--- src/hdl/sadq_pkg.sv ---
`default_nettype none
package sadq_pkg;

   localparam int DATA_W      = 16;
   localparam int TIME_W      = 32;
   localparam int MAX_RESULTS = 16;
   localparam int RES_W       = 5;

   localparam logic CMD_INSERT = 1'b0;
   localparam logic CMD_TICK   = 1'b1;

   localparam logic [1:0] KIND_ACCEPTED = 2'd0;
   localparam logic [1:0] KIND_REJECTED = 2'd1;
   localparam logic [1:0] KIND_EXPIRED  = 2'd2;

   typedef struct packed {
      logic [TIME_W-1:0] deadline;
      logic [DATA_W-1:0] delay;
      logic [DATA_W-1:0] tag;
   } entry_type;

   // wrap-safe compare: a is at or after b
   function automatic logic at_or_after(input logic [TIME_W-1:0] a,
                                        input logic [TIME_W-1:0] b);
      logic [TIME_W-1:0] d;
      d = a - b;
      return ~d[TIME_W-1];
   endfunction

endpackage
`default_nettype wire

--- src/hdl/sadq_mem.sv ---
`default_nettype none
module sadq_mem
   import sadq_pkg::*;
#(
   parameter int DEPTH = 16
) (
   input  wire logic                     clock,
   input  wire logic                     wr_en,
   input  wire logic [$clog2(DEPTH)-1:0] wr_addr,
   input  wire entry_type                wr_data,
   input  wire logic                     rd_en,
   input  wire logic [$clog2(DEPTH)-1:0] rd_addr,
   output      entry_type                rd_data
);

   entry_type mem_ff [DEPTH];
   entry_type rd_data_ff;

   always_ff @(posedge clock) begin
      if (wr_en) begin
         mem_ff[wr_addr] <= wr_data;
      end
      if (rd_en) begin
         rd_data_ff <= mem_ff[rd_addr];
      end
   end

   assign rd_data = rd_data_ff;

endmodule
`default_nettype wire

--- src/hdl/sorted_alarm_deadline_queue.sv ---
// Sorted alarm queue held in one memory used as a ring from a head pointer, kept in
// ascending deadline order. An insert (req_tuser 0) moves every queued entry whose
// deadline is at or after the new one, since each of those is read and written one
// slot back through the single memory port pair, and then writes the new entry. A
// full queue rejects the insert. An insert gives one item, kind 0 or 1. A tick
// (req_tuser 1) advances the seconds counter and then, for each expired alarm, reads
// the head entry and compares it; it stops at an entry not yet due, or when the queue
// runs empty or 16 alarms have gone out. It gives up to 16 items with kind 2, the
// last one marked by rsp_tlast, or none. A stalled rsp_tready holds the work. One
// request is worked at a time; after it the block returns to idle, where the next
// request can be taken.
`default_nettype none
module sorted_alarm_deadline_queue
   import sadq_pkg::*;
#(
   parameter int QUEUE_DEPTH = 16
) (
   input  wire logic        clock,
   input  wire logic        reset,
   input  wire logic        req_tvalid,
   output      logic        req_tready,
   input  wire logic [31:0] req_tdata,  // delay_seconds[15:0], alarm_id[31:16]
   input  wire logic        req_tuser,  // cmd
   output      logic        rsp_tvalid,
   input  wire logic        rsp_tready,
   output      logic [31:0] rsp_tdata,  // out_tag[15:0], out_delay[31:16]
   output      logic [1:0]  rsp_tuser,  // kind
   output      logic        rsp_tlast
);

   localparam int IDX_W = $clog2(QUEUE_DEPTH);
   localparam int CNT_W = $clog2(QUEUE_DEPTH + 1);

   typedef enum logic [2:0] {
      ST_IDLE, ST_INS_READ, ST_INS_CMP, ST_RESP, ST_TICK_READ, ST_TICK_CMP
   } state_type;

   state_type         state_ff, state_in;
   logic [TIME_W-1:0] now_ff, now_in;
   logic [IDX_W-1:0]  head_ff, head_in;
   logic [CNT_W-1:0]  count_ff, count_in;
   logic [CNT_W-1:0]  pos_ff, pos_in;
   logic [RES_W-1:0]  nres_ff, nres_in;
   logic [1:0]        kind_ff, kind_in;
   entry_type         new_ff, new_in;
   entry_type         pend_ff, pend_in;
   logic              pend_valid_ff, pend_valid_in;
   logic              rsp_valid_ff, rsp_valid_in;
   logic [1:0]        rsp_kind_ff, rsp_kind_in;
   logic [DATA_W-1:0] rsp_tag_ff, rsp_tag_in;
   logic [DATA_W-1:0] rsp_delay_ff, rsp_delay_in;
   logic              rsp_last_ff, rsp_last_in;

   logic             wr_en, rd_en, out_free, due;
   logic [IDX_W-1:0] wr_addr, rd_addr;
   entry_type        wr_data, rd_data;

   function automatic logic [IDX_W-1:0] phys(input logic [IDX_W-1:0] head,
                                             input logic [CNT_W-1:0] l);
      logic [CNT_W:0] s;
      s = (CNT_W+1)'(head) + (CNT_W+1)'(l);
      if (s >= (CNT_W+1)'(QUEUE_DEPTH)) begin
         s = s - (CNT_W+1)'(QUEUE_DEPTH);
      end
      return s[IDX_W-1:0];
   endfunction

   sadq_mem #(.DEPTH(QUEUE_DEPTH)) u_mem (
      .clock   (clock),
      .wr_en   (wr_en),
      .wr_addr (wr_addr),
      .wr_data (wr_data),
      .rd_en   (rd_en),
      .rd_addr (rd_addr),
      .rd_data (rd_data)
   );

   assign req_tready = (state_ff == ST_IDLE);
   assign out_free   = ~rsp_valid_ff | rsp_tready;
   assign due        = at_or_after(now_ff, rd_data.deadline);

   always_comb begin
      state_in      = state_ff;
      now_in        = now_ff;
      head_in       = head_ff;
      count_in      = count_ff;
      pos_in        = pos_ff;
      nres_in       = nres_ff;
      kind_in       = kind_ff;
      new_in        = new_ff;
      pend_in       = pend_ff;
      pend_valid_in = pend_valid_ff;
      rsp_valid_in  = rsp_valid_ff & ~rsp_tready;
      rsp_kind_in   = rsp_kind_ff;
      rsp_tag_in    = rsp_tag_ff;
      rsp_delay_in  = rsp_delay_ff;
      rsp_last_in   = rsp_last_ff;
      wr_en         = 1'b0;
      wr_addr       = phys(head_ff, pos_ff);
      wr_data       = new_ff;
      rd_en         = 1'b0;
      rd_addr       = head_ff;

      unique case (state_ff)
         ST_IDLE: begin
            if (req_tvalid) begin
               if (req_tuser == CMD_TICK) begin
                  now_in        = now_ff + 1'b1;
                  nres_in       = '0;
                  pend_valid_in = 1'b0;
                  state_in      = ST_TICK_READ;
               end else begin
                  new_in.deadline = now_ff + TIME_W'(req_tdata[15:0]);
                  new_in.delay    = req_tdata[15:0];
                  new_in.tag      = req_tdata[31:16];
                  pos_in          = count_ff;
                  if (count_ff == CNT_W'(QUEUE_DEPTH)) begin
                     kind_in  = KIND_REJECTED;
                     state_in = ST_RESP;
                  end else begin
                     state_in = ST_INS_READ;
                  end
               end
            end
         end
         ST_INS_READ: begin
            if (pos_ff == '0) begin
               wr_en    = 1'b1;
               count_in = count_ff + 1'b1;
               kind_in  = KIND_ACCEPTED;
               state_in = ST_RESP;
            end else begin
               rd_en    = 1'b1;
               rd_addr  = phys(head_ff, pos_ff - 1'b1);
               state_in = ST_INS_CMP;
            end
         end
         ST_INS_CMP: begin
            wr_en = 1'b1;
            if (at_or_after(rd_data.deadline, new_ff.deadline)) begin
               wr_data  = rd_data;
               pos_in   = pos_ff - 1'b1;
               state_in = ST_INS_READ;
            end else begin
               count_in = count_ff + 1'b1;
               kind_in  = KIND_ACCEPTED;
               state_in = ST_RESP;
            end
         end
         ST_RESP: begin
            if (out_free) begin
               rsp_valid_in = 1'b1;
               rsp_kind_in  = kind_ff;
               rsp_tag_in   = new_ff.tag;
               rsp_delay_in = new_ff.delay;
               rsp_last_in  = 1'b1;
               state_in     = ST_IDLE;
            end
         end
         ST_TICK_READ: begin
            if (count_ff == '0 || nres_ff == RES_W'(MAX_RESULTS)) begin
               if (!pend_valid_ff) begin
                  state_in = ST_IDLE;
               end else if (out_free) begin
                  rsp_valid_in  = 1'b1;
                  rsp_kind_in   = KIND_EXPIRED;
                  rsp_tag_in    = pend_ff.tag;
                  rsp_delay_in  = pend_ff.delay;
                  rsp_last_in   = 1'b1;
                  pend_valid_in = 1'b0;
                  state_in      = ST_IDLE;
               end
            end else begin
               rd_en    = 1'b1;
               state_in = ST_TICK_CMP;
            end
         end
         ST_TICK_CMP: begin
            if (due) begin
               if (!pend_valid_ff || out_free) begin
                  if (pend_valid_ff) begin
                     rsp_valid_in = 1'b1;
                     rsp_kind_in  = KIND_EXPIRED;
                     rsp_tag_in   = pend_ff.tag;
                     rsp_delay_in = pend_ff.delay;
                     rsp_last_in  = 1'b0;
                  end
                  pend_in       = rd_data;
                  pend_valid_in = 1'b1;
                  head_in       = (head_ff == IDX_W'(QUEUE_DEPTH - 1)) ? '0
                                                                       : head_ff + 1'b1;
                  count_in      = count_ff - 1'b1;
                  nres_in       = nres_ff + 1'b1;
                  state_in      = ST_TICK_READ;
               end
            end else if (!pend_valid_ff) begin
               state_in = ST_IDLE;
            end else if (out_free) begin
               rsp_valid_in  = 1'b1;
               rsp_kind_in   = KIND_EXPIRED;
               rsp_tag_in    = pend_ff.tag;
               rsp_delay_in  = pend_ff.delay;
               rsp_last_in   = 1'b1;
               pend_valid_in = 1'b0;
               state_in      = ST_IDLE;
            end
         end
         default: begin
            state_in = ST_IDLE;
         end
      endcase
   end

   always_ff @(posedge clock) begin
      if (reset) begin
         state_ff      <= ST_IDLE;
         now_ff        <= '0;
         head_ff       <= '0;
         count_ff      <= '0;
         pend_valid_ff <= 1'b0;
         rsp_valid_ff  <= 1'b0;
      end else begin
         state_ff      <= state_in;
         now_ff        <= now_in;
         head_ff       <= head_in;
         count_ff      <= count_in;
         pend_valid_ff <= pend_valid_in;
         rsp_valid_ff  <= rsp_valid_in;
      end
      pos_ff       <= pos_in;
      nres_ff      <= nres_in;
      kind_ff      <= kind_in;
      new_ff       <= new_in;
      pend_ff      <= pend_in;
      rsp_kind_ff  <= rsp_kind_in;
      rsp_tag_ff   <= rsp_tag_in;
      rsp_delay_ff <= rsp_delay_in;
      rsp_last_ff  <= rsp_last_in;
   end

   assign rsp_tvalid = rsp_valid_ff;
   assign rsp_tdata  = {rsp_delay_ff, rsp_tag_ff};
   assign rsp_tuser  = rsp_kind_ff;
   assign rsp_tlast  = rsp_last_ff;

endmodule
`default_nettype wire
--- config.mk ---
export PLATFORM = sky130hd
export DESIGN_NAME = sorted_alarm_deadline_queue
export DESIGN_NICKNAME = d
export VERILOG_FILES = /design/src/hdl/sadq_pkg.sv /design/src/hdl/sadq_mem.sv /design/src/hdl/sorted_alarm_deadline_queue.sv
export SDC_FILE = /design/constraint.sdc
export NUM_CORES = 2
export LEC_CHECK = 0
export BUFFER_PORTS_ARGS = -buffer_cell sky130_fd_sc_hd__buf_2
export CAP_MARGIN = 20
export CORE_ASPECT_RATIO = 0.7
export CORE_MARGIN = 4
export CORE_UTILIZATION = 45
export DETAILED_ROUTE_END_ITERATION = 6
export PLACE_DENSITY = 0.66
export SYNTH_ARGS = -nofsm -noshare
export SYNTH_HDL_FRONTEND = slang
export SYNTH_SLANG_ARGS = --single-unit
--- constraint.sdc ---
create_clock -name clock -period 8.35 [get_ports clock]
set_clock_uncertainty 0.15 [all_clocks]
set_input_delay 1.2525 -clock clock [delete_from_list [all_inputs] [get_ports clock]]
set_output_delay 1.2525 -clock clock [all_outputs]
set_load 0.005 [all_outputs]
==> flow_metrics.env <==
export IMPL_most_frequent_cells_in_the_layout="edfxtp_1 (1230), nand2_1 (1118), nand3_1 (418)"
export IMPL_fp_dieArea_sq_mm=0.123
export IMPL_power_static_leakage_uw=0.0205
export IMPL_gr_total_overflow=0
export IMPL_synth_seq_cells=1276
export IMPL_via_per_inst=5.79
export IMPL_firstDrtPassIters=6
export IMPL_hold_path_startpoint="u_mem.rd_data[0]"
export IMPL_worst_path_largest_cell_delay_ns=0.98
export IMPL_timing_max_transition_violations_final=0
export IMPL_fmax_mhz=195
export IMPL_critPathArrivalTime_ns=5.42
export IMPL_worst_r2r_startpoint="pos_ff[1]"
export IMPL_slew_headroom=0.214
export IMPL_critical_path_class="reg2reg"
export IMPL_ctsHtreeMaxLevel=3
export IMPL_route_detailed_drc=0
export IMPL_initial_core_util=0.457
export IMPL_worst_hold_slack_ns=0.293
export IMPL_grt_setup_unrepaired="no"
export IMPL_worstSetupStartpointType="flip-flop"
export IMPL_place_gp_congestion=0.835
export IMPL_critPathMostFrequentCell="buf_4"
export IMPL_post_dp_hpwl_mm=72.9
export IMPL_fraction_of_the_cycle_the_final_worst_path_needs=0.615
export IMPL_first_pass_grt_wire_length_mm=205
export IMPL_critPathSlowestCell="buf_4"
export IMPL_vias_in_the_first_global_route=30722
export IMPL_cts_sinks=1276
export IMPL_ios=74
export IMPL_clockRootBuffer="clkbuf_16"
export IMPL_synth_xor_xnor_area_share=0.0132
export IMPL_worst_hold_path_endpoint="pend_ff[0]"
export IMPL_routedWlPerCell_um=24.4
export IMPL_post_synth_edffs=1230
export IMPL_hold_viol=0
export IMPL_post_synth_mux_area_share=0.0232
export IMPL_antenna_diode_count=0
export IMPL_grtUsageTotal=0.220
export IMPL_fp_coreArea_sq_mm=0.116
export IMPL_clock_latency_ns=0.73
export IMPL_synth_top_family_by_area="simple AND/OR/NAND/NOR gates"
export IMPL_worst_r2r_endpoint="u_mem.rd_data[26]"
export IMPL_share_of_the_synthesized_area_in_compound_gates_ao_oa_aoi_oai=0.0486
export IMPL_portBuffers=73
export IMPL_final_setup_viol_count=0
export IMPL_max_capacitance_violation_total=0
export IMPL_pwr_density_cell_mw_per_mm2=232
export IMPL_layout_min_cycle_time_ns=5.14
export IMPL_reg2reg_depth=10
export IMPL_number_of_cells_produced_by_synthesis=4012
export IMPL_layout_nets=4197
export IMPL_layout_area_overhead_vs_synth_pct=10.5
export IMPL_number_of_nets_in_the_synthesized_netlist=4143
export IMPL_worst_setup_slack_for_register_to_register_paths_ns=3.21
export IMPL_run_status="complete, no violations"
export IMPL_synth_cell_type_count=72
export IMPL_grt_max_degree=191
export IMPL_post_synth_and_or_nand_nor_area_fraction=0.147
export IMPL_cts_bufs_inserted=111
export IMPL_drt_iter0_markers=4463
export IMPL_min_delay_path_class="reg2reg"
export IMPL_cts_tree="built"
export IMPL_fillerInstances=9721
export IMPL_final_setup_tns_ns=0
export IMPL_max_clock_path_buffers=3
export IMPL_cts_hold_repair_buffers=0
export IMPL_via_count=32948
export IMPL_ys_warnings_count=0
export IMPL_worstPathRequired_ns=8.63
export IMPL_syn_mean_instance_area_sq_um=13.2
export IMPL_timing_critical_path_cells="inv_1, ha_1, nor4b_2, or3_1, mux2i_4, buf_4, buf_4, nand3_1, nand2_1, o221ai_1"
export IMPL_ys_dominant_reg_cell="edfxtp_1"
export IMPL_vdd_ir_drop_max_v=0.000189
export IMPL_post_cts_resized_instances=0
export IMPL_highest_signal_layer="met4"
export IMPL_critical_path_max_fanout=64
export IMPL_total_power_uw=13600
export IMPL_worst_setup_hold_path_clk_slew_ns=0.07
export IMPL_cp_end_kind="flip-flop"
export IMPL_post_synthesis_cell_area_sq_mm=0.0529
export IMPL_hold_path_depth=0
export IMPL_ant_nets=0
export IMPL_dr_wl_met3_mm=14.0
export IMPL_wl_met2_mm=60.1
export IMPL_die_width_um=418
export IMPL_number_of_rows_in_the_core_area=104
export IMPL_cts_setup_buffers=0
export IMPL_most_common_cell_after_layout_fill_and_taps_aside="edfxtp_1"
export IMPL_worstMarginPinSlew_ns=1.15
export IMPL_synth_seq_area_share=0.715
export IMPL_postLayoutCoreUtil=0.505
export IMPL_met1_length_mm=61.2
export IMPL_synth_adder_area_share=0.0228
export IMPL_die_height_um=295
export IMPL_synth_async_reset_ratio=0
export IMPL_wirelength_mm=139
export IMPL_drive_above_1_share=0.0994
export IMPL_antenna_violations_before_repair=3
critical path, delay by kind of cell (launching register included):
kind | cells | cell delay (ns)
compound gates | 1 | 0.12
fa+ha+maj | 1 | 0.19
simple gates | 4 | 1.35
flops | 1 | 0.45
mux | 1 | 0.75
buf+inv | 3 | 1.79
final cells by class:
type / instances / area (sq um) / area share
clock buffers: 140 / 2970 / 0.0507
clock inverters: 60 / 500 / 0.00855
inverters: 84 / 315 / 0.00539
multi-input cells: 2430 / 13800 / 0.235
flip-flops and latches: 1276 / 37900 / 0.647
well taps: 1537 / 1920 / 0.0329
repair buffers: 163 / 1170 / 0.0200
flip-flops by register name, summed over array words and instances, names as in the netlist, 2 cells and up:
name	cells
u_mem.mem_ff	1024
new_ff	64
u_mem.rd_data	64
now_ff	32
pend_ff	32
rsp_delay_ff	16
rsp_tag_ff	16
count_ff	5
nres_ff	5
pos_ff	5
head_ff	4
state_ff	3
rsp_tuser	2
routing by layer:
layer | track usage | vias to the layer above
met5 | 0 | -
met4 | 0.0543 | 0
met3 | 0.0433 | 215
met2 | 0.325 | 1615
met1 | 0.337 | 16312
li1 | - | 14806
cells in the mapped netlist, types with 3 or more instances:
cell / count / share of area
o221ai_1: 64 / 0.011
o21bai_1: 6 / 0.00085
o21ai_0: 55 / 0.0052
buf_8: 4 / 0.0011
fa_1: 4 / 0.0015
a32oi_1: 64 / 0.011
a221oi_1: 4 / 0.00066
a21oi_1: 52 / 0.0049
nor2b_1: 6 / 0.00071
a31o_2: 4 / 0.00066
nand2b_1: 11 / 0.0013
clkbuf_1: 51 / 0.0036
and4_1: 6 / 0.00099
a31oi_1: 5 / 0.00059
ha_1: 90 / 0.021
nand3_1: 418 / 0.040
or2_2: 3 / 0.00035
xor2_1: 32 / 0.0053
o21ai_1: 3 / 0.00028
and2_1: 40 / 0.0047
inv_1: 84 / 0.0060
nand4_1: 81 / 0.0096
mux2_4: 3 / 0.00085
a211oi_1: 4 / 0.00057
nand2_1: 1118 / 0.079
buf_6: 17 / 0.0036
mux2i_1: 72 / 0.014
and3_1: 10 / 0.0012
nor2_1: 85 / 0.0060
edfxtp_1: 1230 / 0.70
o22ai_1: 4 / 0.00047
buf_2: 115 / 0.011
o21a_1: 5 / 0.00071
a21o_1: 17 / 0.0024
dfxtp_1: 46 / 0.017
nor3_1: 6 / 0.00057
xnor2_1: 46 / 0.0076
buf_1: 4 / 0.00028
buf_4: 28 / 0.0040
a221o_1: 33 / 0.0062
or3_1: 7 / 0.00083
nor4_1: 4 / 0.00047
mux2_2: 37 / 0.0079
report_power, final:
part           leakage [uW]  switching [uW]  internal [uW]
Sequential           0.0115            77.9           7220
Combinational       0.00734             888            367
Clock               0.00171            2310           2700
logic make-up after synthesis:
| logic type | Yosys count |
|---|---|
| DFF | 1276 |
| muxes | 114 |
| buffers and inverters | 306 |
| adders and majority gates | 94 |
| xor gates and xnor gates | 79 |
| and+or+nand+nor | 1804 |
| AOI/OAI and AO/OA | 339 |
through the flow:
step | cells | area [sq um] | setup WS, ns
after floorplan | 4012 | 52900 | 2.06
after global placement | 5483 | 54900 | 3.45
after detailed placement | 5484 | 54900 | 3.30
after CTS | 5684 | 58400 | 3.32
after global routing | 5690 | 58500 | 2.99
final | 5690 | 58500 | 3.21
worst max-delay path by stage:
stage                        end  slack (ns)  cells after the start        start
6_report       u_mem.rd_data[26]        3.21                     10    pos_ff[1]
3_5_place_dp   u_mem.rd_data[24]        3.30                     10    pos_ff[0]
4_1_cts        u_mem.rd_data[24]        3.32                     10    pos_ff[1]
5_1_grt        u_mem.rd_data[24]        2.99                     10    pos_ff[0]
2_1_floorplan   u_mem.rd_data[0]        2.06                      5  state_ff[0]
3_3_place_gp   u_mem.rd_data[44]        3.45                     10    pos_ff[1]
Power figures use the tool's default switching activity.
